===== src/ifrf_pkg.sv =====
// ----------------------------------------------------------------------------
// Idle framed receive FIFO package
// Field widths, result kinds, input modes and fixed limits shared by the
// channel interfaces and the core.
// ----------------------------------------------------------------------------
package ifrf_pkg;

	localparam int MODE_W = 2;
	localparam int BYTE_W = 8;
	localparam int KIND_W = 3;
	localparam int LEN_W  = 6;
	localparam int TICK_W = 7;
	localparam int GAP_W  = 8;

	typedef logic [MODE_W-1:0] mode_t;
	typedef logic [BYTE_W-1:0] byte_t;
	typedef logic [KIND_W-1:0] kind_t;
	typedef logic [LEN_W-1:0]  len_t;
	typedef logic [TICK_W-1:0] tick_t;
	typedef logic [GAP_W-1:0]  gap_t;

	localparam mode_t MODE_BYTE  = 2'd0;
	localparam mode_t MODE_TICK  = 2'd1;
	localparam mode_t MODE_DRAIN = 2'd2;
	localparam mode_t MODE_RESET = 2'd3;

	localparam kind_t KIND_DATA      = 3'd0;
	localparam kind_t KIND_NODATA    = 3'd1;
	localparam kind_t KIND_DISCARDED = 3'd2;
	localparam kind_t KIND_QUIET     = 3'd3;
	localparam kind_t KIND_IDLE      = 3'd4;

	localparam gap_t  GAP_LIMIT        = 8'd100;
	localparam gap_t  GAP_DISARMED     = 8'hFF;
	localparam tick_t IDLE_TICKS_RESET = 7'd10;

endpackage


===== src/ifrf_in_if.sv =====
// ----------------------------------------------------------------------------
// Idle framed receive FIFO input channel
// Valid/ready channel carrying one input word: mode, received byte, discard.
// ----------------------------------------------------------------------------
interface ifrf_in_if;

	logic           valid;
	logic           ready;
	ifrf_pkg::mode_t mode;
	ifrf_pkg::byte_t rx_byte;
	logic           discard;

	modport source (output valid, output mode, output rx_byte, output discard, input ready);
	modport sink   (input valid, input mode, input rx_byte, input discard, output ready);

endinterface


===== src/ifrf_out_if.sv =====
// ----------------------------------------------------------------------------
// Idle framed receive FIFO result channel
// Valid/ready channel carrying one result word.
// ----------------------------------------------------------------------------
interface ifrf_out_if;

	logic            valid;
	logic            ready;
	ifrf_pkg::kind_t result_kind;
	ifrf_pkg::byte_t data_byte;
	ifrf_pkg::len_t  packet_length;
	logic            last;

	modport source (output valid, output result_kind, output data_byte,
		output packet_length, output last, input ready);
	modport sink   (input valid, input result_kind, input data_byte,
		input packet_length, input last, output ready);

endinterface


===== src/idle_framed_receive_fifo_core.sv =====
// ----------------------------------------------------------------------------
// Idle framed receive FIFO core
// Receive ring buffer framed by a quiet gap of timer ticks. Bytes are stored
// in a synchronous ring memory; a drain while idle streams or discards them.
// ----------------------------------------------------------------------------
//  channel  | direction | handshake      | word
//  item     | in        | valid / ready  | mode, rx_byte, discard
//  result   | out       | valid / ready  | result_kind, data_byte, packet_length, last
//  cfg      | in        | cfg_we         | cfg_wdata (idle_ticks)
//
// A byte or a reset gives no result; a tick, or a drain that does not stream,
// gives one result word. A streamed drain reads each byte from the ring
// memory, then loads it into the output register, waiting while the result
// side stalls. No input word is taken while a drain streams. Reset
// clears the indices, idle flag and output valid flag and disarms the gap
// counter; the ring memory is not cleared.
// ----------------------------------------------------------------------------
module idle_framed_receive_fifo_core #(
	parameter int RING_DEPTH = 64
) (
	input  logic                  clk,
	input  logic                  arst_n,
	ifrf_in_if.sink               item,
	ifrf_out_if.source            result,
	input  logic                  cfg_we,
	input  ifrf_pkg::tick_t       cfg_wdata
);

	localparam int IDX_W = $clog2(RING_DEPTH);
	localparam logic [IDX_W-1:0] LAST_IDX = IDX_W'(RING_DEPTH - 1);
	localparam logic [IDX_W:0]   DEPTH_X  = (IDX_W + 1)'(RING_DEPTH);

	localparam logic [1:0] ST_IDLE = 2'd0;
	localparam logic [1:0] ST_RD   = 2'd1;
	localparam logic [1:0] ST_LD   = 2'd2;

	logic [1:0]            state_q;
	logic [IDX_W-1:0]      rd_idx_q;
	logic [IDX_W-1:0]      wr_idx_q;
	ifrf_pkg::gap_t        gap_q;
	logic                  idle_seen_q;
	ifrf_pkg::tick_t       idle_ticks_q;
	ifrf_pkg::len_t        len_q;
	ifrf_pkg::len_t        rem_q;

	ifrf_pkg::byte_t       ring_mem [RING_DEPTH];
	ifrf_pkg::byte_t       rd_data_q;

	logic                  out_valid_q;
	ifrf_pkg::kind_t       out_kind_q;
	ifrf_pkg::byte_t       out_data_q;
	ifrf_pkg::len_t        out_len_q;
	logic                  out_last_q;

	logic                  out_free;
	logic                  accept;
	logic                  mem_we;
	ifrf_pkg::gap_t        gap_inc;
	logic                  tick_fire;
	logic [IDX_W:0]        diff;
	ifrf_pkg::len_t        cur_len;
	logic                  has_data;
	logic [IDX_W-1:0]      rd_idx_next;
	logic                  ld_fire;
	logic                  stream_go;

	assign out_free    = !out_valid_q || result.ready;
	assign item.ready  = (state_q == ST_IDLE) && out_free;
	assign accept      = item.valid && item.ready;
	assign mem_we      = accept && (item.mode == ifrf_pkg::MODE_BYTE);
	assign ld_fire     = (state_q == ST_LD) && out_free;
	assign stream_go   = accept && (item.mode == ifrf_pkg::MODE_DRAIN) && has_data
		&& !item.discard;

	assign gap_inc     = (gap_q < ifrf_pkg::GAP_LIMIT) ? gap_q + 8'd1 : gap_q;
	assign tick_fire   = (ifrf_pkg::gap_t'(idle_ticks_q) <= gap_inc)
		&& (gap_inc <= ifrf_pkg::GAP_LIMIT);

	assign diff        = {1'b0, wr_idx_q} - {1'b0, rd_idx_q};
	assign cur_len     = (wr_idx_q >= rd_idx_q) ? ifrf_pkg::len_t'(diff)
		: ifrf_pkg::len_t'(diff + DEPTH_X);
	assign has_data    = idle_seen_q && (rd_idx_q != wr_idx_q);
	assign rd_idx_next = (rd_idx_q == LAST_IDX) ? '0 : rd_idx_q + 1'b1;

	assign result.valid         = out_valid_q;
	assign result.result_kind   = out_kind_q;
	assign result.data_byte     = out_data_q;
	assign result.packet_length = out_len_q;
	assign result.last          = out_last_q;

	always_ff @(posedge clk) begin
		if (mem_we) begin
			ring_mem[wr_idx_q] <= item.rx_byte;
		end
		if (state_q == ST_RD) begin
			rd_data_q <= ring_mem[rd_idx_q];
		end
	end

	always_ff @(posedge clk or negedge arst_n) begin
		if (!arst_n) begin
			idle_ticks_q <= ifrf_pkg::IDLE_TICKS_RESET;
		end else if (cfg_we) begin
			idle_ticks_q <= cfg_wdata;
		end
	end

	always_ff @(posedge clk or negedge arst_n) begin
		if (!arst_n) begin
			state_q     <= ST_IDLE;
			rd_idx_q    <= '0;
			wr_idx_q    <= '0;
			gap_q       <= ifrf_pkg::GAP_DISARMED;
			idle_seen_q <= 1'b0;
			len_q       <= '0;
			rem_q       <= '0;
		end else begin
			case (state_q)
				ST_IDLE: begin
					if (accept) begin
						case (item.mode)
							ifrf_pkg::MODE_BYTE: begin
								gap_q    <= '0;
								wr_idx_q <= (wr_idx_q == LAST_IDX) ? '0 : wr_idx_q + 1'b1;
							end
							ifrf_pkg::MODE_TICK: begin
								if (tick_fire) begin
									idle_seen_q <= 1'b1;
									gap_q       <= ifrf_pkg::GAP_DISARMED;
								end else begin
									gap_q <= gap_inc;
								end
							end
							ifrf_pkg::MODE_RESET: begin
								gap_q       <= ifrf_pkg::GAP_DISARMED;
								rd_idx_q    <= '0;
								wr_idx_q    <= '0;
								idle_seen_q <= 1'b0;
							end
							default: begin
								idle_seen_q <= 1'b0;
								if (has_data) begin
									if (item.discard) begin
										rd_idx_q <= wr_idx_q;
									end else begin
										len_q   <= cur_len;
										rem_q   <= cur_len;
										state_q <= ST_RD;
									end
								end
							end
						endcase
					end
				end
				ST_RD: begin
					rd_idx_q <= rd_idx_next;
					state_q  <= ST_LD;
				end
				ST_LD: begin
					if (out_free) begin
						rem_q   <= rem_q - 1'b1;
						state_q <= (rem_q == 6'd1) ? ST_IDLE : ST_RD;
					end
				end
				default: begin
					state_q <= ST_IDLE;
				end
			endcase
		end
	end

	always_ff @(posedge clk or negedge arst_n) begin
		if (!arst_n) begin
			out_valid_q <= 1'b0;
		end else if (ld_fire || (accept && !stream_go && (item.mode == ifrf_pkg::MODE_TICK
				|| item.mode == ifrf_pkg::MODE_DRAIN))) begin
			out_valid_q <= 1'b1;
		end else if (result.ready) begin
			out_valid_q <= 1'b0;
		end
	end

	always_ff @(posedge clk) begin
		if (ld_fire) begin
			out_kind_q <= ifrf_pkg::KIND_DATA;
			out_data_q <= rd_data_q;
			out_len_q  <= len_q;
			out_last_q <= (rem_q == 6'd1);
		end else if (accept) begin
			out_data_q <= '0;
			out_last_q <= 1'b1;
			out_len_q  <= '0;
			if (item.mode == ifrf_pkg::MODE_TICK) begin
				out_kind_q <= tick_fire ? ifrf_pkg::KIND_IDLE : ifrf_pkg::KIND_QUIET;
			end else if (has_data && item.discard) begin
				out_kind_q <= ifrf_pkg::KIND_DISCARDED;
				out_len_q  <= cur_len;
			end else begin
				out_kind_q <= ifrf_pkg::KIND_NODATA;
			end
		end
	end

	a_no_take_while_stream: assert property (@(posedge clk) disable iff (!arst_n)
		(state_q != ST_IDLE) |-> !item.ready)
		else $error("input word taken while a drain streams");

	a_tick_gives_result: assert property (@(posedge clk) disable iff (!arst_n)
		(accept && item.mode == ifrf_pkg::MODE_TICK) |=> result.valid)
		else $error("tick gave no result");

	a_drain_clears_idle: assert property (@(posedge clk) disable iff (!arst_n)
		(accept && item.mode == ifrf_pkg::MODE_DRAIN) |=> !idle_seen_q)
		else $error("idle flag not cleared by a drain");

	a_index_in_range: assert property (@(posedge clk) disable iff (!arst_n)
		(rd_idx_q <= LAST_IDX) && (wr_idx_q <= LAST_IDX))
		else $error("ring index beyond depth");

	a_stream_count: assert property (@(posedge clk) disable iff (!arst_n)
		(state_q == ST_RD || state_q == ST_LD) |-> (rem_q != 6'd0 && rem_q <= len_q))
		else $error("stream byte count out of range");

endmodule


===== src/flat_wrapper.sv =====
// flat-port wrapper written by rule: the top's interface ports become plain ports
module idle_framed_receive_fifo_core_flat 
#(
	parameter int RING_DEPTH = 64
)
  (clk, arst_n, cfg_we, cfg_wdata, item_valid, item_mode, item_rx_byte, item_discard, item_ready, result_valid, result_result_kind, result_data_byte, result_packet_length, result_last, result_ready);
  ifrf_in_if item_i ();
  ifrf_out_if result_i ();
  input  logic clk;
  input  logic arst_n;
  input  logic cfg_we;
  input  ifrf_pkg::tick_t cfg_wdata;
  input wire logic [$bits(item_i.valid)-1:0] item_valid;
  input wire logic [$bits(item_i.mode)-1:0] item_mode;
  input wire logic [$bits(item_i.rx_byte)-1:0] item_rx_byte;
  input wire logic [$bits(item_i.discard)-1:0] item_discard;
  output wire logic [$bits(item_i.ready)-1:0] item_ready;
  output wire logic [$bits(result_i.valid)-1:0] result_valid;
  output wire logic [$bits(result_i.result_kind)-1:0] result_result_kind;
  output wire logic [$bits(result_i.data_byte)-1:0] result_data_byte;
  output wire logic [$bits(result_i.packet_length)-1:0] result_packet_length;
  output wire logic [$bits(result_i.last)-1:0] result_last;
  input wire logic [$bits(result_i.ready)-1:0] result_ready;
  assign item_i.valid = item_valid;
  assign item_i.mode = item_mode;
  assign item_i.rx_byte = item_rx_byte;
  assign item_i.discard = item_discard;
  assign item_ready = item_i.ready;
  assign result_valid = result_i.valid;
  assign result_result_kind = result_i.result_kind;
  assign result_data_byte = result_i.data_byte;
  assign result_packet_length = result_i.packet_length;
  assign result_last = result_i.last;
  assign result_i.ready = result_ready;
  idle_framed_receive_fifo_core #(.RING_DEPTH(RING_DEPTH)) u_core (.clk(clk), .arst_n(arst_n), .item(item_i), .result(result_i), .cfg_we(cfg_we), .cfg_wdata(cfg_wdata));
endmodule

===== config.mk =====
export PLATFORM = sky130hd
export DESIGN_NAME = idle_framed_receive_fifo_core_flat
export DESIGN_NICKNAME = d
export VERILOG_FILES = /design/src/ifrf_pkg.sv /design/src/ifrf_in_if.sv /design/src/ifrf_out_if.sv /design/src/idle_framed_receive_fifo_core.sv /design/src/flat_wrapper.sv
export SDC_FILE = /design/constraint.sdc
export NUM_CORES = 1
export LEC_CHECK = 0
export BUFFER_PORTS_ARGS = -buffer_cell sky130_fd_sc_hd__buf_4
export CORE_MARGIN = 4
export CORE_UTILIZATION = 24
export CTS_BUF_LIST = sky130_fd_sc_hd__clkbuf_4
export CTS_CLUSTER_DIAMETER = 200
export DETAILED_ROUTE_END_ITERATION = 10
export PLACE_DENSITY = 0.41
export REMOVE_ABC_BUFFERS = 1
export SYNTH_ARGS = -nofsm -noshare
export SYNTH_HDL_FRONTEND = slang
export SYNTH_SLANG_ARGS = --single-unit

===== constraint.sdc =====
create_clock -name clk -period 8.8 [get_ports clk]
set_clock_uncertainty 0.2 [all_clocks]
set_input_delay 2.64 -clock clk [delete_from_list [all_inputs] [get_ports clk]]
set_output_delay 2.64 -clock clk [all_outputs]
set_load 0.05 [all_outputs]

* After elaboration in Yosys (flattened, before gate mapping)
Memory sizes are Yosys's and may differ from the RTL's. A register that Yosys moved wholly into a read port is not among the register bits.
Index checks and enable logic that the tools add are counted.
Widths: inputs -> output; s select.
** Word-level totals
- Output and inout bits :: 20
- Register bits :: 61
- Bits in writable memories :: 512
- Memories :: 1
** Cells by class
- $lt $le $gt $ge :: 4
- Bitwise gates (word level) :: 3
- Multiplexer cells :: 42
- Add/subtract/negate cells :: 6
- Reduce and logical (&&, ||, !) cells :: 35
- Equality and inequality tests :: 18
** Memories
- u_core.ring_mem :: depth 64, width 8, rd ports 1, clocked after memory_dff 1, write ports 1, RTL line idle_framed_receive_fifo_core.sv:46 : ifrf_pkg::byte_t ring_mem [RING_DEPTH];
** Operators with widths (number)
- $mux 6 :: 15
- $pmux 6 s2 :: 4
- $mux 8 :: 4
- $pmux 8 s3 :: 1
- $add 6x1->6 const B :: 3
- $reduce_and 5->1 :: 3
- $eq 6x6->1 const B :: 2
- $logic_and 1x1->1 :: 12
- $mux 2 :: 6
- $reduce_bool 2->1 :: 5
- $add 8x1->8 const B :: 1
- $le 7x8->1 :: 1
- $le 8x7->1 const B :: 1
- $lt 8x7->1 const B :: 1
- $mux 1 :: 8
- $ne 2x1->1 const B :: 4
- $eq 2x2->1 const B :: 3
- $eq 6x1->1 const B :: 1
- $ge 6x6->1 :: 1
- $mux 3 :: 2
- $ne 2x2->1 const B :: 3
- $ne 6x6->1 :: 1
- $pmux 2 s3 :: 1
- $reduce_and 3->1 :: 2
- other kinds (15) :: 23

* Depth between registers and ports, before layout
Gate-level depths: netlist of the first run.
- Depth after elaboration :: 12
- Gate-level depth with buffers :: 13

* Worst setup path after synthesis of the first run
No wires, ideal clock.
- Kind :: input-to-output
- From :: input result_ready
- To :: output item_ready
- Required time :: 5.960 ns
- Arrival :: 3.726 ns
- Setup slack :: 2.234 ns
- Cell stages on the path :: 2
- Cells stage by stage :: nor2b_1 > nor3_1
** Between the ends
- Cells in the longest elaborated chain, start to end :: 2
** RTL lines
- start, declared :: RTL line flat_wrapper.sv:23 : input wire logic [$bits(result_i.ready)-1:0] result_ready;
- $logic_or 1x1->1 :: RTL line idle_framed_receive_fifo_core.sv:67 : assign out_free = !out_valid_q || result.ready;
- $logic_and 1x1->1 :: RTL line idle_framed_receive_fifo_core.sv:68 : assign item.ready = (state_q == ST_IDLE) && out_free;
- end, declared :: RTL line flat_wrapper.sv:17 : output wire logic [$bits(item_i.ready)-1:0] item_ready;
Every way passes these cells.

* Final worst setup path of the first run
Ends and elaborated chain as after synthesis.

==> insert_results.sql, run 1 <==
INSERT INTO impl_metrics (metric_group, metric, value, unit) VALUES
('status', 'outcome', 'finished, final reports clean', ''),
('setup_path', 'end_kind', 'output pin', ''),
('yosys', 'synth.top_cell.area_share', '68.6', '%'),
('pwr', 'share_clk_of_total_power', '29.8', '%'),
('floorplanning', 'fp.coreArea', '96700', 'µm²'),
('run', 'max-cap-violations', '0', ''),
('route', 'dr_total_vias', '12281', ''),
('floorplanning', 'start_util', '24.2', '%'),
('pwr', 'pwr_density_cell', '296', 'nW/µm²'),
('setup_path', 'critical_path.slowest_cell', 'sky130_fd_sc_hd__buf_4', ''),
('clock_network', 'cts_resized', '0', ''),
('floorplanning', 'die-width', '320', 'µm'),
('route', 'drt_first_pass_iters', '5', ''),
('clock_network', 'cts_setup_buffers', '0', ''),
('grt', 'grt_antenna_before_repair', '1', ''),
('cells_and_area', 'layout_net_count', '1399', ''),
('clock_network', 'cts_made_buffers', '156', ''),
('pwr', 'sw_frac_of_total', '32.9', '%'),
('grt', 'grt_pass1_vias', '12778', ''),
('clock_network', 'clock_tree_from_tritoncts', 'yes', ''),
('grt', 'globalRoute.totalOverflow', '0', ''),
('pwr', 'share_comb_of_total_power', '27.5', '%'),
('route', 'viasPerCell', '4.45', ''),
('floorplanning', 'die_y', '320', 'µm'),
('yosys', 'synth-seq-cells', '581', ''),
('clock_network', 'path_clk_slew', '0.06', 'ns'),
('worst_hold_path', 'hp-class', 'flip-flop to flip-flop', ''),
('yosys', 'seq_area_frac_synth', '73.5', '%'),
('setup_path', 'timing.reg2reg.setup_slack', '4.59', 'ns'),
('clock_network', 'ctsLongestPathBuffers', '3', ''),
('pwr', 'power.sequential.fraction', '42.7', '%'),
('cells_and_area', 'ff_latch_area', '17200', 'µm²'),
('timing', 'finalSetupTns', '0', 'ns'),
('route', 'number_of_design_rule_violations_left_after_detail_routing', '0', ''),
('placement', 'gpl.final_weighted_congestion', '0.731', ''),
('route', 'detail_route.iter0.violations', '819', ''),
('placement', 'hpwl', '36400', 'µm'),
('cells_and_area', 'final_cells', '2757', ''),
('yosys', 'ys_top_cells_by_area', 'sky130_fd_sc_hd__edfxtp_1 69%, sky130_fd_sc_hd__mux4_2 15%, sky130_fd_sc_hd__dfrtp_1 3.5%', ''),
('timing', 'worstMarginPinSlew', '1.06', 'ns'),
('pwr', 'leakage_component_of_the_power', '8.64', 'nW'),
('yosys', 'syn_inst', '1206', ''),
('timing', 'fin_hold_ws', '0.289', 'ns'),
('grt', 'global_route_wire_length_before_repair', '89500', 'µm'),
('yosys', 'syn_area', '23400', 'µm²'),
('grt', 'grt_usage', '11.9', '%'),
('pwr', 'internal_power', '5.40', 'mW'),
('route', 'postRouteWirelength', '61000', 'µm'),
('cells_and_area', 'final_common_cell', 'sky130_fd_sc_hd__edfxtp_1', ''),
('yosys', 'synth_top_cell_by_area', 'sky130_fd_sc_hd__edfxtp_1', ''),
('yosys', 'synth-main-ff-cell', 'sky130_fd_sc_hd__edfxtp_1', ''),
('setup_path', 'worstPathMaxFanout', '2', ''),
('timing', 'timing.fmax', '167', 'MHz'),
('floorplanning', 'fp-row-count', '114', ''),
('pwr', 'net-switching-power', '2.65', 'mW'),
('cells_and_area', 'final_cell_mix', '535 x sky130_fd_sc_hd__edfxtp_1, 227 x sky130_fd_sc_hd__clkbuf_4, 160 x sky130_fd_sc_hd__mux4_2', ''),
('clock_network', 'htreeDepth', '4', ''),
('floorplanning', 'die_area', '103000', 'µm²'),
('setup_path', 'timing.critical_path.required', '5.96', 'ns'),
('pwr', 'ir_drop_worst_vdd', '0.000116', 'V'),
('timing', 'final-setup-viol-count', '0', ''),
('cells_and_area', 'fraction_of_layout_cells_with_a_size_suffix_above_1', '33.3', '%'),
('setup_path', 'worst_path_largest_cell_delay', '0.23', 'ns'),
('cells_and_area', 'multi_input_area', '5900', 'µm²'),
('setup_path', 'critPathLaunchType', 'input pin', ''),
('setup_path', 'timing.critical_path.buf_inv', '2', ''),
('timing', 'period_share', '68.1', '%'),
('yosys', 'ys_types', '63', ''),
('cells_and_area', 'area_delta_synth_final', '16.0', '%'),
('yosys', 'synth_edf_count', '535', ''),
('yosys', 'yosys_warnings', '0', '');
-- worst min-delay path, cell delays in order, from the launching register on --
cell and delay (ns):
sky130_fd_sc_hd__dfxtp_1 0.32, sky130_fd_sc_hd__nand3_1 0.06, sky130_fd_sc_hd__o21ai_0 0.06
-- power groups by stage --
stage / logic, mW / clock network (mW) / registers (mW)
after floorplan: 1.41 / 0 / 3.68
after global placement: 2.26 / 0 / 3.50
after detailed placement: 2.26 / 0 / 3.50
after CTS: 2.26 / 2.49 / 3.44
after global routing: 2.39 / 2.66 / 3.47
final: 2.21 / 2.40 / 3.44
-- metal layers --
layer	wire length [µm]	track usage, %
met1	28700	16.6
met2	28200	18.1
met3	3040	2.91
met4	1050	4.28
met5	0	0
-- per-stage QoR --
step	area (µm²)	setup slack (ns)	total power [mW]	utilization (%)
global route	27200	2.75	8.53	28.1
floorplan	23200	1.62	5.09	-
detailed placement	25200	2.81	5.76	26.0
global placement	25200	2.79	5.76	26.0
CTS	27200	2.80	8.20	28.1
finish	27200	2.80	8.05	28.1
-- cell usage after synthesis, types with 2 or more instances --
library cell,count
sky130_fd_sc_hd__a21o_1,3
sky130_fd_sc_hd__a21oi_1,24
sky130_fd_sc_hd__a22o_1,4
sky130_fd_sc_hd__a22oi_1,19
sky130_fd_sc_hd__a311oi_1,3
sky130_fd_sc_hd__a31oi_1,4
sky130_fd_sc_hd__and2_1,5
sky130_fd_sc_hd__and3_1,17
sky130_fd_sc_hd__buf_1,15
sky130_fd_sc_hd__buf_2,9
sky130_fd_sc_hd__clkbuf_1,35
sky130_fd_sc_hd__dfrtp_1,33
sky130_fd_sc_hd__dfstp_2,10
sky130_fd_sc_hd__dfxtp_1,3
sky130_fd_sc_hd__edfxtp_1,535
sky130_fd_sc_hd__ha_1,20
sky130_fd_sc_hd__inv_1,17
sky130_fd_sc_hd__mux2_2,9
sky130_fd_sc_hd__mux4_2,160
sky130_fd_sc_hd__nand2_1,50
sky130_fd_sc_hd__nand2b_1,9
sky130_fd_sc_hd__nand3_1,16
sky130_fd_sc_hd__nand3b_1,3
sky130_fd_sc_hd__nand4_1,4
sky130_fd_sc_hd__nand4b_1,2
sky130_fd_sc_hd__nor2_1,87
sky130_fd_sc_hd__nor2b_1,8
sky130_fd_sc_hd__nor3_1,15
sky130_fd_sc_hd__nor3b_1,5
sky130_fd_sc_hd__nor4_1,3
sky130_fd_sc_hd__nor4b_1,2
sky130_fd_sc_hd__o21a_1,2
sky130_fd_sc_hd__o21ai_0,34
sky130_fd_sc_hd__o21ai_1,2
sky130_fd_sc_hd__or3_1,4
sky130_fd_sc_hd__or3b_2,2
sky130_fd_sc_hd__xnor2_1,5
sky130_fd_sc_hd__xor2_1,3
-- final timing paths --
kind	cells after the start	startpoint	end
max	4	result_ready	item_ready
min	2	u_core.result.result_kind[2]	u_core.result.result_kind[2]
max reg2reg	5	u_core.rd_idx_q[0]	u_core.rd_data_q[6]
min reg2reg	2	u_core.result.result_kind[2]	u_core.result.result_kind[2]
max in group asynchronous	1	arst_n	u_core.rd_idx_q[1]
min in group asynchronous	1	arst_n	u_core.len_q[1]
-- cells by family (layout without fill, tap and decap cells) --
kind of cell	count (synthesis)	after routing	share of synthesized area [%]
DFF	581	581	73.5
muxes	170	170	15.9
and+or+nand+nor	239	239	4.95
xor gates and xnor gates	8	8	0.299
AOI/OAI and AO/OA	108	108	2.91
adders and majority gates	21	21	1.15
buffers and inverters	79	348	1.35
other	0	6	0
-- flip-flops by register name (all words and copies together) (netlist names) --
signal	count
u_core.gap_q	8
u_core.idle_seen_q	1
u_core.idle_ticks_q	7
u_core.len_q	6
u_core.rd_data_q	8
u_core.rd_idx_q	6
u_core.rem_q	6
u_core.result.data_byte	8
u_core.result.last	1
u_core.result.packet_length	6
u_core.result.result_kind	3
u_core.result.valid	1
u_core.ring_mem	512
u_core.state_q	2
u_core.wr_idx_q	6
-- area by class of cell --
type	count	share of cell area (%)
Clock buffer	227	6.27
Clock inverter	51	1.02
Multi-Input combinational cell	546	21.7
Tap cell	1276	5.88
Antenna cell	6	0.0553
Timing Repair Buffer	51	1.41
Sequential cell	581	63.4
Inverter	19	0.263
No activity file was read; power rests on OpenSTA's default activity.
==> run 2, diff against run 1 <==
Clock period 8.8 ns to 6.2 ns, I/O delays scaled along.
==> run 2 against run 1 <==
Compared with the run above:
- first-iteration DRC count increased by 16%
- largest power group unchanged
- clock power grew 36%
- worst hold slack got worse by 0.0039 ns
- sequential power is 43% higher
- routed wire length increased by 5.1%
- final area hardly changed
==> insert_results.sql, run 2 (same netlist as run 1, synthesis figures left out) <==
INSERT INTO impl_metrics (metric_group, metric, value, unit) VALUES
('status', 'outcome', 'finished, final reports clean', ''),
('cells_and_area', 'layout_net_count', '1412', ''),
('timing', 'finalHoldViolations', '0', ''),
('timing', 'timing_max_transition_violations_final', '0', ''),
('setup_path', 'crit_start', 'result_ready', ''),
('setup_path', 'path_class', 'input pin to output pin', ''),
('pwr', 'pwr_density_cell', '416', 'nW/µm²'),
('timing', 'timing.slew.headroom', '29.7', '%'),
('cells_and_area', 'final_cells', '2757', ''),
('clock_network', 'clock_tree_from_tritoncts', 'yes', ''),
('placement', 'gpl.final_weighted_congestion', '0.753', ''),
('clock_network', 'path_clk_slew', '0.06', 'ns'),
('timing', 'post-route-min-period', '4.47', 'ns'),
('grt', 'grt_usage', '12.6', '%'),
('pwr', 'ir_drop_worst_vdd', '0.000169', 'V'),
('floorplanning', 'fp-row-count', '114', ''),
('cells_and_area', 'flip_flop_count_of_the_largest_register_after_layout', '512', ''),
('cells_and_area', 'final_common_cell', 'sky130_fd_sc_hd__edfxtp_1', ''),
('grt', 'global_route_wire_length_before_repair', '93500', 'µm'),
('pwr', 'sw_frac_of_total', '33.2', '%'),
('floorplanning', 'die_y', '320', 'µm'),
('cells_and_area', 'fraction_of_layout_cells_with_a_size_suffix_above_1', '33.6', '%'),
('clock_network', 'cts_made_buffers', '157', ''),
('grt', 'grtUsageMet1', '16.9', '%'),
('floorplanning', 'die_area', '103000', 'µm²'),
('setup_path', 'reg2reg_from', 'u_core.rd_idx_q[0]', ''),
('floorplanning', 'die-width', '320', 'µm'),
('setup_path', 'timing.reg2reg.setup_slack', '2.35', 'ns'),
('timing', 'final-setup-viol-count', '0', ''),
('route', 'dr_total_vias', '12352', ''),
('grt', 'globalRoute.totalOverflow', '0', ''),
('worst_hold_path', 'hp-class', 'flip-flop to flip-flop', ''),
('cells_and_area', 'final_area', '27200', 'µm²'),
('pwr', 'internal_power', '7.55', 'mW'),
('route', 'number_of_design_rule_violations_left_after_detail_routing', '0', ''),
('grt', 'grt_antenna_before_repair', '3', ''),
('setup_path', 'critical_path.cell_chain', 'buf_4 > nor2b_1 > nor3_1 > buf_4', ''),
('route', 'detail_route.iter0.violations', '951', ''),
('placement', 'hpwl', '38400', 'µm'),
('pwr', 'net-switching-power', '3.75', 'mW'),
('placement', 'dp_cells', '2485', ''),
('grt', 'top_usage_layer', 'met2', ''),
('setup_path', 'worstPathMaxFanout', '2', ''),
('setup_path', 'cp.arrival', '2.41', 'ns'),
('floorplanning', 'pin_count', '43', ''),
('grt', 'largest_net_degree_at_the_start_of_global_routing', '74', ''),
('pwr', 'share_clk_of_total_power', '28.9', '%'),
('floorplanning', 'fp.coreArea', '96700', 'µm²'),
('placement', 'io_buffers', '42', ''),
('floorplanning', 'start_util', '24.2', '%'),
('grt', 'grt_pass1_vias', '13125', ''),
('route', 'drt_first_pass_iters', '4', ''),
('clock_network', 'cts_root_buf', 'sky130_fd_sc_hd__clkbuf_4', ''),
('run', 'max-cap-violations', '0', ''),
('pwr', 'power.sequential.fraction', '43.6', '%'),
('clock_network', 'htreeDepth', '4', ''),
('timing', 'rsz0062_at_grt', 'false', ''),
('worst_hold_path', 'hold_path.startpoint', 'u_core.len_q[1]', ''),
('clock_network', 'ctsLongestPathBuffers', '3', ''),
('route', 'viasPerCell', '4.48', ''),
('setup_path', 'critical_path.slowest_cell', 'sky130_fd_sc_hd__buf_4', ''),
('clock_network', 'clkLatencyLatePin', '0.98', 'ns'),
('placement', 'post_dp_cell_area', '25300', 'µm²'),
('route', 'postRouteWirelength', '64100', 'µm'),
('grt', 'grtUsageMet2', '19.6', '%'),
('timing', 'worstMarginPinSlew', '1.05', 'ns'),
('timing', 'timing.fmax', '224', 'MHz'),
('setup_path', 'critical-path-top-cell-by-count', 'sky130_fd_sc_hd__buf_4', ''),
('setup_path', 'worst_path_largest_cell_delay', '0.24', 'ns'),
('route', 'ant_nets', '0', ''),
('setup_path', 'end_kind', 'output pin', ''),
('route', 'detail_route.wl_per_cell', '23.2', 'µm'),
('cells_and_area', 'final_cell_mix', '535 x sky130_fd_sc_hd__edfxtp_1, 221 x sky130_fd_sc_hd__clkbuf_4, 160 x sky130_fd_sc_hd__mux4_2', ''),
('clock_network', 'cts_resized', '0', ''),
('cells_and_area', 'max_flop_register', 'u_core.ring_mem', ''),
('pwr', 'share_comb_of_total_power', '27.6', '%'),
('clock_network', 'cts-hold-fix-buffers', '0', ''),
('clock_network', 'cts_setup_buffers', '0', ''),
('cells_and_area', 'area_delta_synth_final', '16.0', '%'),
('pwr', 'leakage_component_of_the_power', '8.66', 'nW'),
('setup_path', 'timing.critical_path.required', '4.14', 'ns'),
('grt', 'gr-usage-met3', '3.25', '%'),
('setup_path', 'critPathLaunchType', 'input pin', ''),
('timing', 'period_share', '72.0', '%'),
('clock_network', 'clock_sink_count', '581', '');
## run 2: final timing paths
check                                      end  cells past startpoint
max                                 item_ready                      4
min                            u_core.len_q[1]                      2
max reg2reg                u_core.rd_data_q[7]                      5
min reg2reg                    u_core.len_q[1]                      2
max in group asynchronous   u_core.rd_idx_q[0]                      1
min in group asynchronous      u_core.len_q[4]                      1
## run 2: per-layer routing
metal,routed length (µm),part of all wire (%)
met1,28500,44
met2,30300,47
met3,3700,5.8
met5,8,0.012
met4,1650,2.6
## run 2: power groups by stage
stage / clock network (mW) / registers, mW / logic (mW)
finish: 3.26 / 4.92 / 3.12
floorplan: 0 / 5.22 / 2.00
CTS: 3.42 / 4.94 / 3.17
detailed placement: 0 / 5.02 / 3.16
global route: 3.64 / 4.97 / 3.36
global placement: 0 / 5.02 / 3.16
## run 2: final cells by class
type | instances | area [µm²]
multi-input combinational | 546 | 5900
tap | 1276 | 1600
fill | 9635 | 69500
clock inverter | 48 | 220
clock buffer | 221 | 1660
antenna | 3 | 7.51
sequential | 581 | 17200
timing repair buffer | 63 | 498
inverter | 19 | 71.3
## run 2: stage by stage
stage / setup TNS [ns] / util [%] / setup slack [ns] / total power, mW / hold WS, ns
6_report: 0 / 28.1 / 1.73 / 11.3 / 0.285
5_1_grt: 0 / 28.1 / 1.68 / 12.0 / 0.317
4_1_cts: 0 / 28.1 / 1.72 / 11.5 / 0.285
3_5_place_dp: 0 / 26.1 / 1.16 / 8.18 / 0.271
3_3_place_gp: 0 / 26.1 / 1.30 / 8.18 / 0.263
2_1_floorplan: -23.72 / - / -0.977 / 7.22 / 0.250
## run 2: critical path: cells and delay by family
kind	cells	cell delay, ns
buf+inv	2	0.32
simple gates	2	0.22
==> run 3, diff against run 2 <==
Settings changed: ABC_AREA set to 1, PLACE_DENSITY 0.41 to 0.42.
Clock period 6.2 ns to 4.05 ns, I/O delays scaled along.
==> run 3 against run 2 <==
Compared with the run above:
- die area grew 2.0%
- combinational power grew 75%
- synthesized cell count grew 63%
- clock power grew 57%
- critical endpoint unchanged
- largest power group unchanged
==> insert_results.sql, run 3 <==
INSERT INTO impl_metrics (metric_group, metric, value, unit) VALUES
('status', 'outcome', 'finished, final reports clean', ''),
('setup_path', 'end_kind', 'output pin', ''),
('yosys', 'synth_edf_count', '535', ''),
('timing', 'finalHoldViolations', '0', ''),
('grt', 'grt_antenna_before_repair', '3', ''),
('floorplanning', 'die_y', '324', 'µm'),
('run', 'max-cap-violations', '0', ''),
('yosys', 'synth-seq-cells', '581', ''),
('cells_and_area', 'layout_net_count', '2209', ''),
('timing', 'period_share', '81.8', '%'),
('route', 'postRouteWirelength', '76400', 'µm'),
('setup_path', 'crit_start', 'u_core.state_q[0]', ''),
('clock_network', 'path_clk_slew', '0.06', 'ns'),
('clock_network', 'cts_setup_buffers', '0', ''),
('timing', 'fin_hold_ws', '0.268', 'ns'),
('pwr', 'pwr_density_cell', '627', 'nW/µm²'),
('timing', 'post-route-min-period', '3.31', 'ns'),
('clock_network', 'clock_sink_count', '581', ''),
('yosys', 'synth_top_cells_by_count', '535 x sky130_fd_sc_hd__edfxtp_1, 367 x sky130_fd_sc_hd__nor2_1, 293 x sky130_fd_sc_hd__o21ai_0', ''),
('yosys', 'syn_avg_cell_area', '12.2', 'µm²'),
('floorplanning', 'pin_count', '43', ''),
('clock_network', 'cts_made_buffers', '157', ''),
('timing', 'timing.slew.headroom', '49.3', '%'),
('floorplanning', 'die_area', '105000', 'µm²'),
('route', 'detail_route.wl_per_cell', '21.4', 'µm'),
('clock_network', 'clock_tree_from_tritoncts', 'yes', ''),
('cells_and_area', 'final_common_cell', 'sky130_fd_sc_hd__edfxtp_1', ''),
('setup_path', 'timing.critical_path.required', '2.63', 'ns'),
('route', 'detail_route.iter0.violations', '1586', ''),
('pwr', 'ir_drop_worst_vdd', '0.000297', 'V'),
('yosys', 'synth.top_cell.area_share', '67.2', '%'),
('route', 'viasPerCell', '4.73', ''),
('setup_path', 'reg2reg_from', 'u_core.rd_idx_q[1]', ''),
('route', 'drt_first_pass_iters', '5', ''),
('route', 'ant_nets', '0', ''),
('placement', 'gpl.final_weighted_congestion', '0.853', ''),
('yosys', 'synthArstFlopShare', '7.40', '%'),
('floorplanning', 'die-width', '324', 'µm'),
('grt', 'global_route_wire_length_before_repair', '112000', 'µm'),
('cells_and_area', 'final_cell_mix', '535 x sky130_fd_sc_hd__edfxtp_1, 366 x sky130_fd_sc_hd__nor2_1, 293 x sky130_fd_sc_hd__o21ai_0', ''),
('timing', 'finalSetupTns', '0', 'ns'),
('timing', 'worstMarginPinSlew', '0.759', 'ns'),
('placement', 'io_buffers', '42', ''),
('setup_path', 'worst_setup_path_endpoint', 'item_ready', ''),
('grt', 'largest_net_degree_at_the_start_of_global_routing', '101', ''),
('setup_path', 'timing.reg2reg.setup_slack', '0.89', 'ns'),
('cells_and_area', 'max_flop_register', 'u_core.ring_mem', ''),
('setup_path', 'cp.arrival', '1.90', 'ns'),
('timing', 'timing_max_transition_violations_final', '0', ''),
('clock_network', 'htreeDepth', '4', ''),
('setup_path', 'path_class', 'flip-flop to output pin', ''),
('yosys', 'synth_top_cell_by_area', 'sky130_fd_sc_hd__edfxtp_1', ''),
('floorplanning', 'fp-row-count', '115', ''),
('route', 'number_of_design_rule_violations_left_after_detail_routing', '0', ''),
('grt', 'grt_usage', '14.5', '%'),
('pwr', 'leakage_component_of_the_power', '9.78', 'nW'),
('setup_path', 'critPathLaunchType', 'flip-flop', ''),
('setup_path', 'worstPathMaxFanout', '3', ''),
('route', 'dr_total_vias', '16856', ''),
('placement', 'hpwl', '48300', 'µm'),
('setup_path', 'reg2reg_depth', '7', ''),
('worst_hold_path', 'hold_path.startpoint', 'cfg_wdata[2]', ''),
('clock_network', 'cts_resized', '0', ''),
('clock_network', 'ctsLongestPathBuffers', '3', ''),
('yosys', 'ys_top_cells_by_area', 'sky130_fd_sc_hd__edfxtp_1 67%, sky130_fd_sc_hd__o21ai_0 6.1%, sky130_fd_sc_hd__nor2_1 5.8%', ''),
('pwr', 'power.total', '17.8', 'mW'),
('floorplanning', 'start_util', '24.3', '%'),
('yosys', 'syn_inst', '1960', ''),
('yosys', 'ys_types', '50', ''),
('clock_network', 'cts_root_buf', 'sky130_fd_sc_hd__clkbuf_4', ''),
('cells_and_area', 'area_delta_synth_final', '18.8', '%'),
('yosys', 'yosys_warnings', '0', ''),
('yosys', 'leading_cell_type_by_number_of_instances_after_synthesis', 'sky130_fd_sc_hd__edfxtp_1', ''),
('cells_and_area', 'flip_flop_count_of_the_largest_register_after_layout', '512', ''),
('timing', 'final-setup-viol-count', '0', ''),
('grt', 'grt_pass1_vias', '17512', ''),
('clock_network', 'clkLatencyLatePin', '1.05', 'ns'),
('floorplanning', 'fp.coreArea', '98600', 'µm²'),
('yosys', 'syn_area', '23900', 'µm²'),
('timing', 'timing.fmax', '302', 'MHz'),
('setup_path', 'timing.rr.end', 'u_core.rd_data_q[0]', ''),
('timing', 'rsz0062_at_grt', 'false', ''),
('clock_network', 'cts-hold-fix-buffers', '1', ''),
('yosys', 'seq_area_frac_synth', '72.0', '%'),
('yosys', 'synth-main-ff-cell', 'sky130_fd_sc_hd__edfxtp_1', ''),
('worst_hold_path', 'hp-class', 'input pin to flip-flop', ''),
('cells_and_area', 'fraction_of_layout_cells_with_a_size_suffix_above_1', '18.8', '%'),
('grt', 'globalRoute.totalOverflow', '0', '');
run 3: cell count changes after synthesis, sizes merged, moves of 17 or more:
cell    previous run  this run
nor2              87       370
o21ai             36       295
mux4             160         0
nand2             50       195
o22ai              1        79
nand3             16        75
inv               18        75
o221ai             1        52
clkbuf            35        82
a22oi             19         1
and3              18         1
run 3: worst min path at each step:
| stage | slack, ns | depth (start not counted) | endpoint |
|---|---|---|---|
| 6_report | 0.27 | 3 | u_core.idle_ticks_q[2] |
| 5_1_grt | 0.12 | 2 | u_core.idle_ticks_q[4] |
| 4_1_cts | 0.13 | 2 | u_core.idle_ticks_q[6] |
| 3_5_place_dp | 0.27 | 2 | u_core.result.result_kind[2] |
| 3_3_place_gp | 0.27 | 2 | u_core.len_q[2] |
| 2_1_floorplan | 0.25 | 2 | u_core.len_q[0] |
run 3: per-stage QoR:
stage / util, % / setup WS (ns) / std cells / instance area [µm²]
after floorplan: - / -6.11 / 1849 / 23500
after global placement: 26.8 / 0.275 / 3292 / 26400
after detailed placement: 26.8 / 0.217 / 3292 / 26400
after CTS: 28.8 / 0.588 / 3555 / 28400
after global routing: 28.8 / 0.513 / 3563 / 28400
final: 28.8 / 0.736 / 3563 / 28400
run 3: per-layer routing:
layer / global-route usage, % / vias up / wire length [µm]
met5: 0 / - / 0
met4: 5.73 / 0 / 1890
met3: 3.86 / 135 / 5590
met2: 22.6 / 690 / 34600
met1: 19.3 / 8352 / 34300
li1: - / 7679 / -
run 3: cell families after synthesis:
group	count (synthesis)	share of synthesized area (%)
muxes	5	0.235
AOI/OAI and AO/OA	482	11.7
buffers and inverters	190	3.16
adders and majority gates	21	1.13
and+or+nand+nor	670	11.4
DFF	581	72.0
xor gates and xnor gates	11	0.403
run 3: area by class of cell:
cell class,instances,area [µm²]
clock buffer,215,1610
multi-input combinational,1189,5940
clock inverter,47,312
tap,1287,1610
sequential,581,17200
antenna,8,20.0
fill,10145,70200
timing repair buffer,157,1370
inverter,79,305
run 3: worst max-delay path: stages, from the launching register on:
cell and delay, ns:
sky130_fd_sc_hd__dfrtp_1 0.44, sky130_fd_sc_hd__nor3_2 0.22, sky130_fd_sc_hd__buf_4 0.23
run 3: where the power goes:
group / total [mW] / internal (mW) / switching, mW
sequential: 7.24 / 6.92 / 0.318
combinational: 5.45 / 1.56 / 3.89
clock: 5.12 / 2.65 / 2.47
total: 17.8 / 11.1 / 6.67
